==> src/sv/cmia_pkg.sv <==
package cmia_pkg;

    // Reflected CRC-32C polynomial and seed
    localparam logic [31:0] CRC_POLY = 32'h82F6_3B78;
    localparam logic [31:0] CRC_INIT = 32'hFFFF_FFFF;

    // Number of check bytes appended after the last payload byte
    localparam int unsigned CHECK_BYTES = 4;
    localparam int unsigned CNT_W       = $clog2(CHECK_BYTES + 1);

    // Register map, index = paddr / 4
    localparam logic REG_MIC_ENABLE = 1'b0;

    typedef logic [7:0]  byte_t;
    typedef logic [31:0] crc_t;
    typedef logic [CNT_W-1:0] tail_cnt_t;

    // One byte through the reflected CRC, LSB first, eight bit steps
    function automatic crc_t crc_byte(input crc_t crc_in, input byte_t data);
        crc_t c;
        c = crc_in ^ {24'h0, data};
        for (int k = 0; k < 8; k++)
        begin
            if (c[0])
                c = (c >> 1) ^ CRC_POLY;
            else
                c = c >> 1;
        end
        return c;
    endfunction

endpackage

==> src/sv/crc32c_message_integrity_append_core.sv <==
// Channel   Dir  tdata          tuser          tlast
// s_axis    in   payload_byte   -              payload_last
// m_axis    out  out_byte       is_check_byte  message_end
// apb       in   mic_enable at 0x0
//
// One payload byte is taken per cycle unless the output stalls or check bytes are
// pending; the CRC update is one unrolled byte step. A last byte with checking
// enabled yields five output bytes, so the input is held off until the four
// check bytes are in the output register. Input and output are parted by one
// output register; a stalled output blocks the input only when it cannot be refilled.
// rst_n clears the output valid flag and the tail count, sets the CRC to all ones
// and mic_enable to 1.
module crc32c_message_integrity_append_core
(
    input  logic        clk,
    input  logic        rst_n,
    // payload_byte [7:0]
    input  logic [7:0]  s_axis_tdata,
    input  logic        s_axis_tlast,
    input  logic        s_axis_tvalid,
    output logic        s_axis_tready,
    // out_byte [7:0]
    output logic [7:0]  m_axis_tdata,
    // is_check_byte [0]
    output logic        m_axis_tuser,
    output logic        m_axis_tlast,
    output logic        m_axis_tvalid,
    input  logic        m_axis_tready,
    input  logic        psel,
    input  logic        penable,
    input  logic        pwrite,
    input  logic [2:0]  paddr,
    input  logic [31:0] pwdata,
    output logic [31:0] prdata,
    output logic        pready
);

    logic                  mic_enable_reg;
    cmia_pkg::crc_t        crc_reg;
    cmia_pkg::crc_t        crc_next;
    cmia_pkg::crc_t        crc_upd;
    cmia_pkg::crc_t        tail_reg;
    cmia_pkg::crc_t        tail_next;
    cmia_pkg::tail_cnt_t   tail_cnt_reg;
    cmia_pkg::tail_cnt_t   tail_cnt_next;
    cmia_pkg::byte_t       out_byte_reg;
    cmia_pkg::byte_t       out_byte_next;
    logic                  out_chk_reg;
    logic                  out_chk_next;
    logic                  out_end_reg;
    logic                  out_end_next;
    logic                  out_valid_reg;
    logic                  out_valid_next;
    logic                  s_fire;
    logic                  load_en;
    logic                  tail_busy;
    logic                  cfg_wr;

    // Configuration port
    assign pready = 1'b1;
    assign cfg_wr = psel & penable & pwrite & pready;

    always_ff @(posedge clk or negedge rst_n)
    begin
        if (!rst_n)
            mic_enable_reg <= 1'b1;
        else if (cfg_wr && paddr[2] == cmia_pkg::REG_MIC_ENABLE)
            mic_enable_reg <= pwdata[0];
    end

    always_comb
    begin
        prdata = 32'h0;
        if (paddr[2] == cmia_pkg::REG_MIC_ENABLE)
            prdata = {31'h0, mic_enable_reg};
    end

    // Handshakes
    assign tail_busy     = (tail_cnt_reg != '0);
    assign load_en       = ~out_valid_reg | m_axis_tready;
    assign s_axis_tready = load_en & ~tail_busy;
    assign s_fire        = s_axis_tvalid & s_axis_tready;

    // CRC accumulator
    assign crc_upd = cmia_pkg::crc_byte(crc_reg, s_axis_tdata);

    always_comb
    begin
        crc_next = crc_reg;
        if (s_fire)
        begin
            if (s_axis_tlast)
                crc_next = cmia_pkg::CRC_INIT;
            else if (mic_enable_reg)
                crc_next = crc_upd;
        end
    end

    // Output register and check byte tail
    always_comb
    begin
        out_byte_next  = out_byte_reg;
        out_chk_next   = out_chk_reg;
        out_end_next   = out_end_reg;
        out_valid_next = out_valid_reg;
        tail_next      = tail_reg;
        tail_cnt_next  = tail_cnt_reg;
        if (load_en)
        begin
            if (tail_busy)
            begin
                out_byte_next  = tail_reg[7:0];
                out_chk_next   = 1'b1;
                out_end_next   = (tail_cnt_reg == cmia_pkg::tail_cnt_t'(1));
                out_valid_next = 1'b1;
                tail_next      = tail_reg >> 8;
                tail_cnt_next  = tail_cnt_reg - cmia_pkg::tail_cnt_t'(1);
            end
            else if (s_fire)
            begin
                out_byte_next  = s_axis_tdata;
                out_chk_next   = 1'b0;
                out_end_next   = s_axis_tlast & ~mic_enable_reg;
                out_valid_next = 1'b1;
                if (s_axis_tlast && mic_enable_reg)
                begin
                    tail_next     = ~crc_upd;
                    tail_cnt_next = cmia_pkg::tail_cnt_t'(cmia_pkg::CHECK_BYTES);
                end
            end
            else
            begin
                out_valid_next = 1'b0;
            end
        end
    end

    always_ff @(posedge clk or negedge rst_n)
    begin
        if (!rst_n)
        begin
            crc_reg       <= cmia_pkg::CRC_INIT;
            tail_cnt_reg  <= '0;
            out_valid_reg <= 1'b0;
        end
        else
        begin
            crc_reg       <= crc_next;
            tail_cnt_reg  <= tail_cnt_next;
            out_valid_reg <= out_valid_next;
        end
    end

    // Payload registers, no reset
    always_ff @(posedge clk)
    begin
        tail_reg     <= tail_next;
        out_byte_reg <= out_byte_next;
        out_chk_reg  <= out_chk_next;
        out_end_reg  <= out_end_next;
    end

    assign m_axis_tdata  = out_byte_reg;
    assign m_axis_tuser  = out_chk_reg;
    assign m_axis_tlast  = out_end_reg;
    assign m_axis_tvalid = out_valid_reg;

endmodule

==> config.mk <==
export PLATFORM = sky130hd
export DESIGN_NAME = crc32c_message_integrity_append_core
export DESIGN_NICKNAME = d
export VERILOG_FILES = /design/src/sv/cmia_pkg.sv /design/src/sv/crc32c_message_integrity_append_core.sv
export SDC_FILE = /design/constraint.sdc
export NUM_CORES = 1
export LEC_CHECK = 0
export BUFFER_PORTS_ARGS = -buffer_cell sky130_fd_sc_hd__buf_2
export CORE_MARGIN = 1
export CORE_UTILIZATION = 40
export DETAILED_ROUTE_END_ITERATION = 8
export PLACE_DENSITY = 0.64
export SKIP_LAST_GASP = 1
export SYNTH_ARGS = -nofsm -noshare
export SYNTH_HDL_FRONTEND = slang
export SYNTH_SLANG_ARGS = --single-unit
==> constraint.sdc <==
create_clock -name clk -period 3.4 [get_ports clk]
set_input_delay 0.51 -clock clk [delete_from_list [all_inputs] [get_ports clk]]
set_output_delay 0.51 -clock clk [all_outputs]
set_load 0.02 [all_outputs]
==> results of run 1 <==
-- cells by family (layout without fill, tap and decap cells) --
logic type	Yosys count	count (layout)	share of synthesized area, %
other	2	32	0.178
and+or+nand+nor	84	84	8.79
AOI/OAI and AO/OA	63	63	9.71
xor gates and xnor gates	77	77	21.3
DFF	79	79	52.9
buffers and inverters	48	54	7.13
-- final timing paths --
kind / to / cells past startpoint
worst max-delay path: crc_reg[14]$_DFFE_PN1P_ / 7
worst min-delay path: m_axis_tvalid$_DFFE_PN0N_ / 1
worst max register to register: crc_reg[14]$_DFFE_PN1P_ / 7
worst min register to register: crc_reg[24]$_DFFE_PN1P_ / 2
max in group asynchronous: tail_cnt_reg[1]$_DFFE_PN0P_ / 1
min in group clk: mic_enable_reg$_DFFE_PN1P_ / 3
-- synth_stat cells (2+ instances only) --
library cell and number:
nand2_1 52, xnor2_1 44, edfxtp_1 42, dfstp_2 33, buf_4 32, o22a_1 25, o21ai_1 22, nor2_1 14
clkbuf_1 13, xor2_1 13, a21oi_1 9, xnor2_2 8, o21ai_0 7, and2_1 6, dfrtp_1 4, xnor3_1 4
xor2_2 3, conb_1 2, nand2b_1 2, nor3_2 2, xnor3_2 2, xor2_4 2
-- layer usage --
layer  vias up  GRT usage, %  share of wire, %
met5         -             0                 0
met4         0          5.43               1.8
met3        11          3.06               3.1
met2        55          25.9                50
met1      1232          19.1                45
li1       1195             -                 -
-- stage by stage --
step | std cells | worst slack [ns] | area, sq um | hold slack [ns]
after floorplan | 383 | 0.618 | 4320 | 0.214
after global placement | 509 | 0.920 | 4410 | 0.493
after detailed placement | 509 | 0.893 | 4410 | 0.496
after CTS | 525 | 0.937 | 4650 | 0.313
after global routing | 525 | 0.770 | 4650 | 0.338
final | 525 | 0.973 | 4650 | 0.288
-- area by class of cell --
type	instances	area (sq um)
multi-input combinational	256	1810
sequential	79	2230
tap	136	170
clock buffer	10	128
fill	976	5630
clock inverter	6	109
timing repair buffer	36	195
inverter	2	7.51
==> flow_summary.json, run 1 <==
{
  "status": "completed",
  "synth-edff-count": 42,
  "syn_inst": 353,
  "synthToLayoutAreaGrowth_pct": 10.4,
  "antenna_found_initial": 0,
  "numCtsBuffers": 9,
  "grt_pass1_vias": 2513,
  "setup_tns_ns": 0,
  "antennaDiodeCount": 0,
  "final_net_count": 435,
  "startpoint_type": "flop",
  "maxCapViolCount": 0,
  "skew_ns": 0.00747,
  "rows": 37,
  "floorplan.initialDensity_pct": 41.0,
  "die_area_sq_mm": 0.0109,
  "period_share_pct": 71.4,
  "drt-initial-drc-count": 114,
  "hold_class": "input port to async pin",
  "place.gp.congestion": 0.738,
  "fin_crit_ns": 2.43,
  "critPathLaunch": "tail_cnt_reg[1]$_DFFE_PN0P_",
  "worst_skew_pair.late_latency_ns": 0.35,
  "path_buf_inv": 3,
  "core_area_sq_mm": 0.0103,
  "drc": 0,
  "max_slew_margin_pct": 34.1,
  "grt_pass1_wl_um": 12800,
  "ff2ff_setup_slack_ns": 0.97,
  "grt_setup_unrepaired": "no",
  "post-route-util_pct": 45.3,
  "io_buffers": 30,
  "crit_chain": "nor3_2 -> inv_2 -> nor3_4 -> buf_4 -> nand2b_1 -> buf_4 -> o22a_1",
  "cts-root-to-sink-buffers": 2,
  "cts_setup_buffers": 0,
  "synth-seq-area-share_pct": 52.9,
  "die_width_um": 105,
  "cp_common_cell": "buf_4",
  "timing.final.hold_violations": 0,
  "cts_sinks": 79,
  "worstReg2RegStart": "tail_cnt_reg[1]$_DFFE_PN0P_",
  "cts_root_buf": "clkbuf_8",
  "drive_above_1_share_pct": 27.0,
  "setup_viol": 0,
  "grt_max_degree": 60,
  "grt_usage_pct": 15.2,
  "synth-seq-cells": 79,
  "tightest_slew_ns": 0.984,
  "crit_required_ns": 3.68,
  "hpwl_um": 5010,
  "synth.cell_area_sq_mm": 0.00421,
  "yosysTopAreaCell": "edfxtp_1",
  "die_h_um": 105,
  "io_pins": 96,
  "avgSynthCellArea_sq_um": 11.9,
  "finalMaxSlewViolations": 0,
  "clkTransAtPathRegs_ns": 0.08,
  "yosys.area.top_type_share_pct": 29.9,
  "avgRoutedWirePerCell_um": 14.7,
  "postSynth.asyncResetShare_pct": 46.8,
  "totalWireLength_um": 7710,
  "yosys.cell_types.count": 34,
  "end_kind": "flop",
  "cts_max_level": 3,
  "grt_overflow": 0,
  "slowest_stage": "nor3_2",
  "critPathKind": "flop to flop",
  "fmax_mhz": 412,
  "final_common_cell": "nand2_1",
  "cts_tree": "done",
  "final_cell_mix": "52 x nand2_1, 44 x xnor2_1, 42 x edfxtp_1, 33 x dfstp_2, 32 x conb_1",
  "slowest_delay_ns": 0.58,
  "cts_resized": 0,
  "yosys_warnings": 0,
  "arrival_ns": 2.70,
  "dr.pass1.iters": 4,
  "crit_family": "simple AND/OR/NAND/NOR gates",
  "synthFlopType": "edfxtp_1",
  "cts_hold_buffers": 0,
  "antenna_left": 0,
  "synthTopCellsByArea": "edfxtp_1 30%, dfstp_2 21%, xnor2_1 9.2%",
  "crit_path_max_fanout": 33,
  "via_count": 2493,
  "routed_via_density": 4.75
}
Power of run 1 is not shown: default switching activity piles up to over one toggle a cycle in this logic, so the estimate is an artifact.
==> inputs of run 2 (changes only) <==
PLACE_DENSITY = 0.66   (was 0.64)
clock period = 2 ns   (was 3.4 ns; I/O delays follow)
==> flow_summary.json, run 2 (synthesis results as in run 1) <==
{
  "multi_input_area_sq_mm": 0.00226,
  "timing.final.hold_violations": 0,
  "rows": 37,
  "skew_ns": 0.00894,
  "die_area_sq_mm": 0.0109,
  "cts_tree": "done",
  "startpoint_type": "flop",
  "die_h_um": 105,
  "nFillCells": 827,
  "hpwl_um": 5650,
  "grt_usage_pct": 17.1,
  "hp-start": "pwdata[0]",
  "period_share_pct": 104,
  "grt_max_degree": 33,
  "setup_viol": 43,
  "core_area_sq_mm": 0.0103,
  "grt_setup_unrepaired": "yes",
  "via_count": 2809,
  "r2r_cells": 5,
  "io_pins": 96,
  "final_common_cell": "buf_4",
  "hold_class": "input port to flop",
  "synthToLayoutAreaGrowth_pct": 33.7,
  "grt_overflow": 0,
  "antenna_left": 0,
  "grt_pass1_vias": 2742,
  "whs_ns": 0.159,
  "avgRoutedWirePerCell_um": 16.0,
  "max_slew_margin_pct": 23.2,
  "final_cell_mix": "54 x buf_4, 52 x nand2_1, 42 x edfxtp_1, 33 x dfstp_2, 32 x conb_1",
  "tightest_slew_ns": 1.15,
  "cts-root-to-sink-buffers": 2,
  "dr.pass1.iters": 4,
  "floorplan.initialDensity_pct": 41.0,
  "violations": "setup timing",
  "fmax_mhz": 479,
  "maxCapViolCount": 0,
  "worst_skew_pair.late_latency_ns": 0.35,
  "placement.cell_area_sq_mm": 0.00473,
  "dp.cells": 549,
  "drt-initial-drc-count": 163,
  "critPathKind": "flop to flop",
  "place_ws_ns": -0.235,
  "antennaDiodeCount": 0,
  "min_path_cells": 3,
  "final_net_count": 496,
  "die_width_um": 105,
  "grt_pass1_wl_um": 14200,
  "drive_above_1_share_pct": 45.1,
  "finalMaxSlewViolations": 0,
  "layout.cells.non_filler": 586,
  "cts_max_level": 3,
  "fin_crit_ns": 2.09,
  "status": "finished, violations left",
  "design_area_sq_mm": 0.00563,
  "cts_root_buf": "clkbuf_8",
  "clkTransAtPathRegs_ns": 0.08,
  "end_kind": "flop",
  "arrival_ns": 2.18,
  "routed_via_density": 4.79,
  "setup_ws_ns": -0.0861,
  "crit_required_ns": 2.09,
  "drc": 0,
  "crit_path_max_fanout": 4,
  "cts_sinks": 79,
  "final-seq-area_sq_mm": 0.00223,
  "place.gp.congestion": 0.787,
  "io_buffers": 30,
  "numCtsBuffers": 9,
  "worstReg2RegStart": "crc_reg[6]$_DFFE_PN1P_",
  "antenna_found_initial": 0,
  "critPathLaunch": "crc_reg[6]$_DFFE_PN1P_",
  "totalWireLength_um": 9360
}
==> run 2: path summary, 6_finish.rpt <==
path / to / slack (ns)
max: tail_reg[17]$_DFFE_PP_ / -0.09
min: mic_enable_reg$_DFFE_PN1P_ / 0.16
max reg2reg: tail_reg[17]$_DFFE_PP_ / -0.09
min reg2reg: crc_reg[31]$_DFFE_PN1P_ / 0.51
max in group asynchronous: crc_reg[26]$_DFFE_PN1P_ / 0.82
min in group asynchronous: tail_cnt_reg[0]$_DFFE_PN0P_ / 0.46
==> run 2: cell type report <==
| type | instances | share of cell area [%] |
|---|---|---|
| well taps | 136 | 3.02 |
| flip-flops and latches | 79 | 39.6 |
| clock buffers | 9 | 2.20 |
| multi-input cells | 256 | 40.1 |
| clock inverters | 7 | 1.98 |
| repair buffers | 97 | 13.0 |
| inverters | 2 | 0.133 |
==> run 2: layer usage <==
| layer | up-vias | track usage, % | wire [um] |
|---|---|---|---|
| met1 | 1406 | 22.0 | 4050 |
| met4 | 0 | 5.33 | 129 |
| met3 | 15 | 3.24 | 326 |
| li1 | 1318 | - | - |
| met2 | 70 | 29.3 | 4850 |
| met5 | - | 0 | 0 |
==> run 2: worst max-delay path, cell delays in order, from the launching register on <==
cell	delay (ns)
dfstp_2	0.59
xnor2_4	0.15
xor3_2	0.60
xor2_4	0.22
xnor2_2	0.19
o21ai_1	0.09
==> run 2: repair_timing <==
item,in CTS,in global routing
setup endpoints to repair,69,73
hold buffers,1,0
setup buffers,9,11
cloned,0,1
endpoints found under the hold margin,4,0
gates resized for setup,31,38
pin swaps,19,15
==> run 2: through the flow <==
stage / TNS (ns) / util [%]
after floorplan: 0 / -
after global placement: -2.77 / 46.0
after detailed placement: -3.35 / 46.0
after CTS: -2.14 / 51.0
after global routing: -6.43 / 54.8
final: -1.09 / 54.8
Power of run 2 is left out for the same reason.
==> inputs of run 3 (changes only) <==
BUFFER_PORTS_ARGS = -buffer_cell sky130_fd_sc_hd__clkbuf_2   (was -buffer_cell sky130_fd_sc_hd__buf_2)
CORE_ASPECT_RATIO = 0.7   (was default)
==> flow_summary.json, run 3 (synthesis results as in run 1) <==
{
  "status": "finished, violations left",
  "violations": "setup timing",
  "max_slew_margin_pct": 20.5,
  "critPathKind": "flop to flop",
  "place.gp.congestion": 0.772,
  "tightest_slew_ns": 1.19,
  "crit_path_max_fanout": 4,
  "finalMaxSlewViolations": 0,
  "period_share_pct": 106,
  "fin_crit_ns": 2.12,
  "drt-initial-drc-count": 217,
  "cts_max_level": 3,
  "die_width_um": 125,
  "antennaDiodeCount": 0,
  "grt_setup_unrepaired": "yes",
  "setup_ws_ns": -0.119,
  "end_kind": "flop",
  "grt_pass1_vias": 2768,
  "totalWireLength_um": 9400,
  "grt_max_degree": 33,
  "die_area_sq_mm": 0.0109,
  "maxCapViolCount": 0,
  "multi_input_area_sq_mm": 0.00221,
  "cts_root_buf": "clkbuf_16",
  "io_buffers": 30,
  "routed_via_density": 4.84,
  "fmax_mhz": 472,
  "numCtsBuffers": 9,
  "nFillCells": 818,
  "final_net_count": 493,
  "final_cell_mix": "57 x buf_4, 52 x nand2_1, 42 x edfxtp_1, 33 x dfstp_2, 32 x conb_1",
  "hpwl_um": 5850,
  "synthToLayoutAreaGrowth_pct": 32.5,
  "drive_above_1_share_pct": 43.2,
  "setup_viol": 56,
  "io_pins": 96,
  "grt_usage_pct": 17.4,
  "drc": 0,
  "worst_skew_pair.late_latency_ns": 0.34,
  "cts_sinks": 79,
  "arrival_ns": 2.19,
  "grt_overflow": 0,
  "crit_required_ns": 2.07,
  "final-seq-area_sq_mm": 0.00223,
  "cts-root-to-sink-buffers": 2,
  "final_common_cell": "buf_4",
  "skew_ns": 0.00428,
  "grt_pass1_wl_um": 14300,
  "antenna_found_initial": 0,
  "core_area_sq_mm": 0.00995,
  "dr.pass1.iters": 4,
  "floorplan.initialDensity_pct": 42.3,
  "timing.final.hold_violations": 0,
  "startpoint_type": "flop",
  "cts_tree": "done",
  "die_h_um": 87.9,
  "clkTransAtPathRegs_ns": 0.06,
  "hold_class": "input port to flop",
  "via_count": 2783,
  "antenna_left": 0,
  "rows": 30,
  "setup_tns_ns": -3.11,
  "avgRoutedWirePerCell_um": 16.3
}
run 3: cell type report:
type | instances | share of cell area [%]
Inverter | 2 | 0.134
Tap cell | 128 | 2.87
Timing Repair Buffer | 94 | 11.9
Multi-Input combinational cell | 256 | 39.7
Clock inverter | 4 | 1.26
Sequential cell | 79 | 39.9
Clock buffer | 12 | 4.24
run 3: layer usage:
metal  wire length [um]  global-route usage, %  vias up
met5                  0                      0        -
met1               4170                   22.9     1393
met3                423                   6.60       11
met2               4700                   27.7       62
met4                105                   3.72        0
li1                   -                      -     1317
run 3: worst paths after layout:
| kind | end | startpoint | slack [ns] | cells past startpoint |
|---|---|---|---|---|
| setup / recovery | tail_reg[5]$_DFFE_PP_ | crc_reg[6]$_DFFE_PN1P_ | -0.12 | 5 |
| hold reg to reg | m_axis_tdata[1]$_DFFE_PP_ | tail_reg[1]$_DFFE_PP_ | 0.51 | 2 |
| min in group asynchronous | tail_cnt_reg[0]$_DFFE_PN0P_ | rst_n | 0.40 | 2 |
| setup reg to reg | tail_reg[5]$_DFFE_PP_ | crc_reg[6]$_DFFE_PN1P_ | -0.12 | 5 |
| max in group asynchronous | crc_reg[6]$_DFFE_PN1P_ | rst_n | 0.99 | 3 |
| hold / removal | mic_enable_reg$_DFFE_PN1P_ | pwdata[0] | 0.16 | 3 |
run 3: critical path, stage by stage (launching register included):
cell and delay (ns):
dfstp_2 0.58, xnor2_4 0.14, xor3_2 0.59, xor2_1 0.27, xnor2_1 0.17, o21ai_1 0.10
run 3: metrics by stage:
stage          hold slack (ns)  worst slack (ns)  area (sq um)  util [%]  instances
4_1_cts                  0.148           -0.0995          5260      52.9        570
6_report                 0.158            -0.119          5580      56.1        575
2_1_floorplan          0.00441           0.00644          4350         -        383
5_1_grt                  0.189            -0.190          5580      56.1        575
3_5_place_dp             0.229            -0.231          4740      47.7        543
3_3_place_gp             0.223            -0.247          4740      47.7        543
run 3: timing repair:
action / in CTS / in global routing
hold buffers: 1 / 0
pin swaps: 12 / 17
endpoints found under the hold margin: 4 / 0
cloned: 0 / 0
buffers inserted: 10 / 6
resized for setup: 17 / 37
setup endpoints to repair: 56 / 77
Power of run 3 is left out for the same reason.
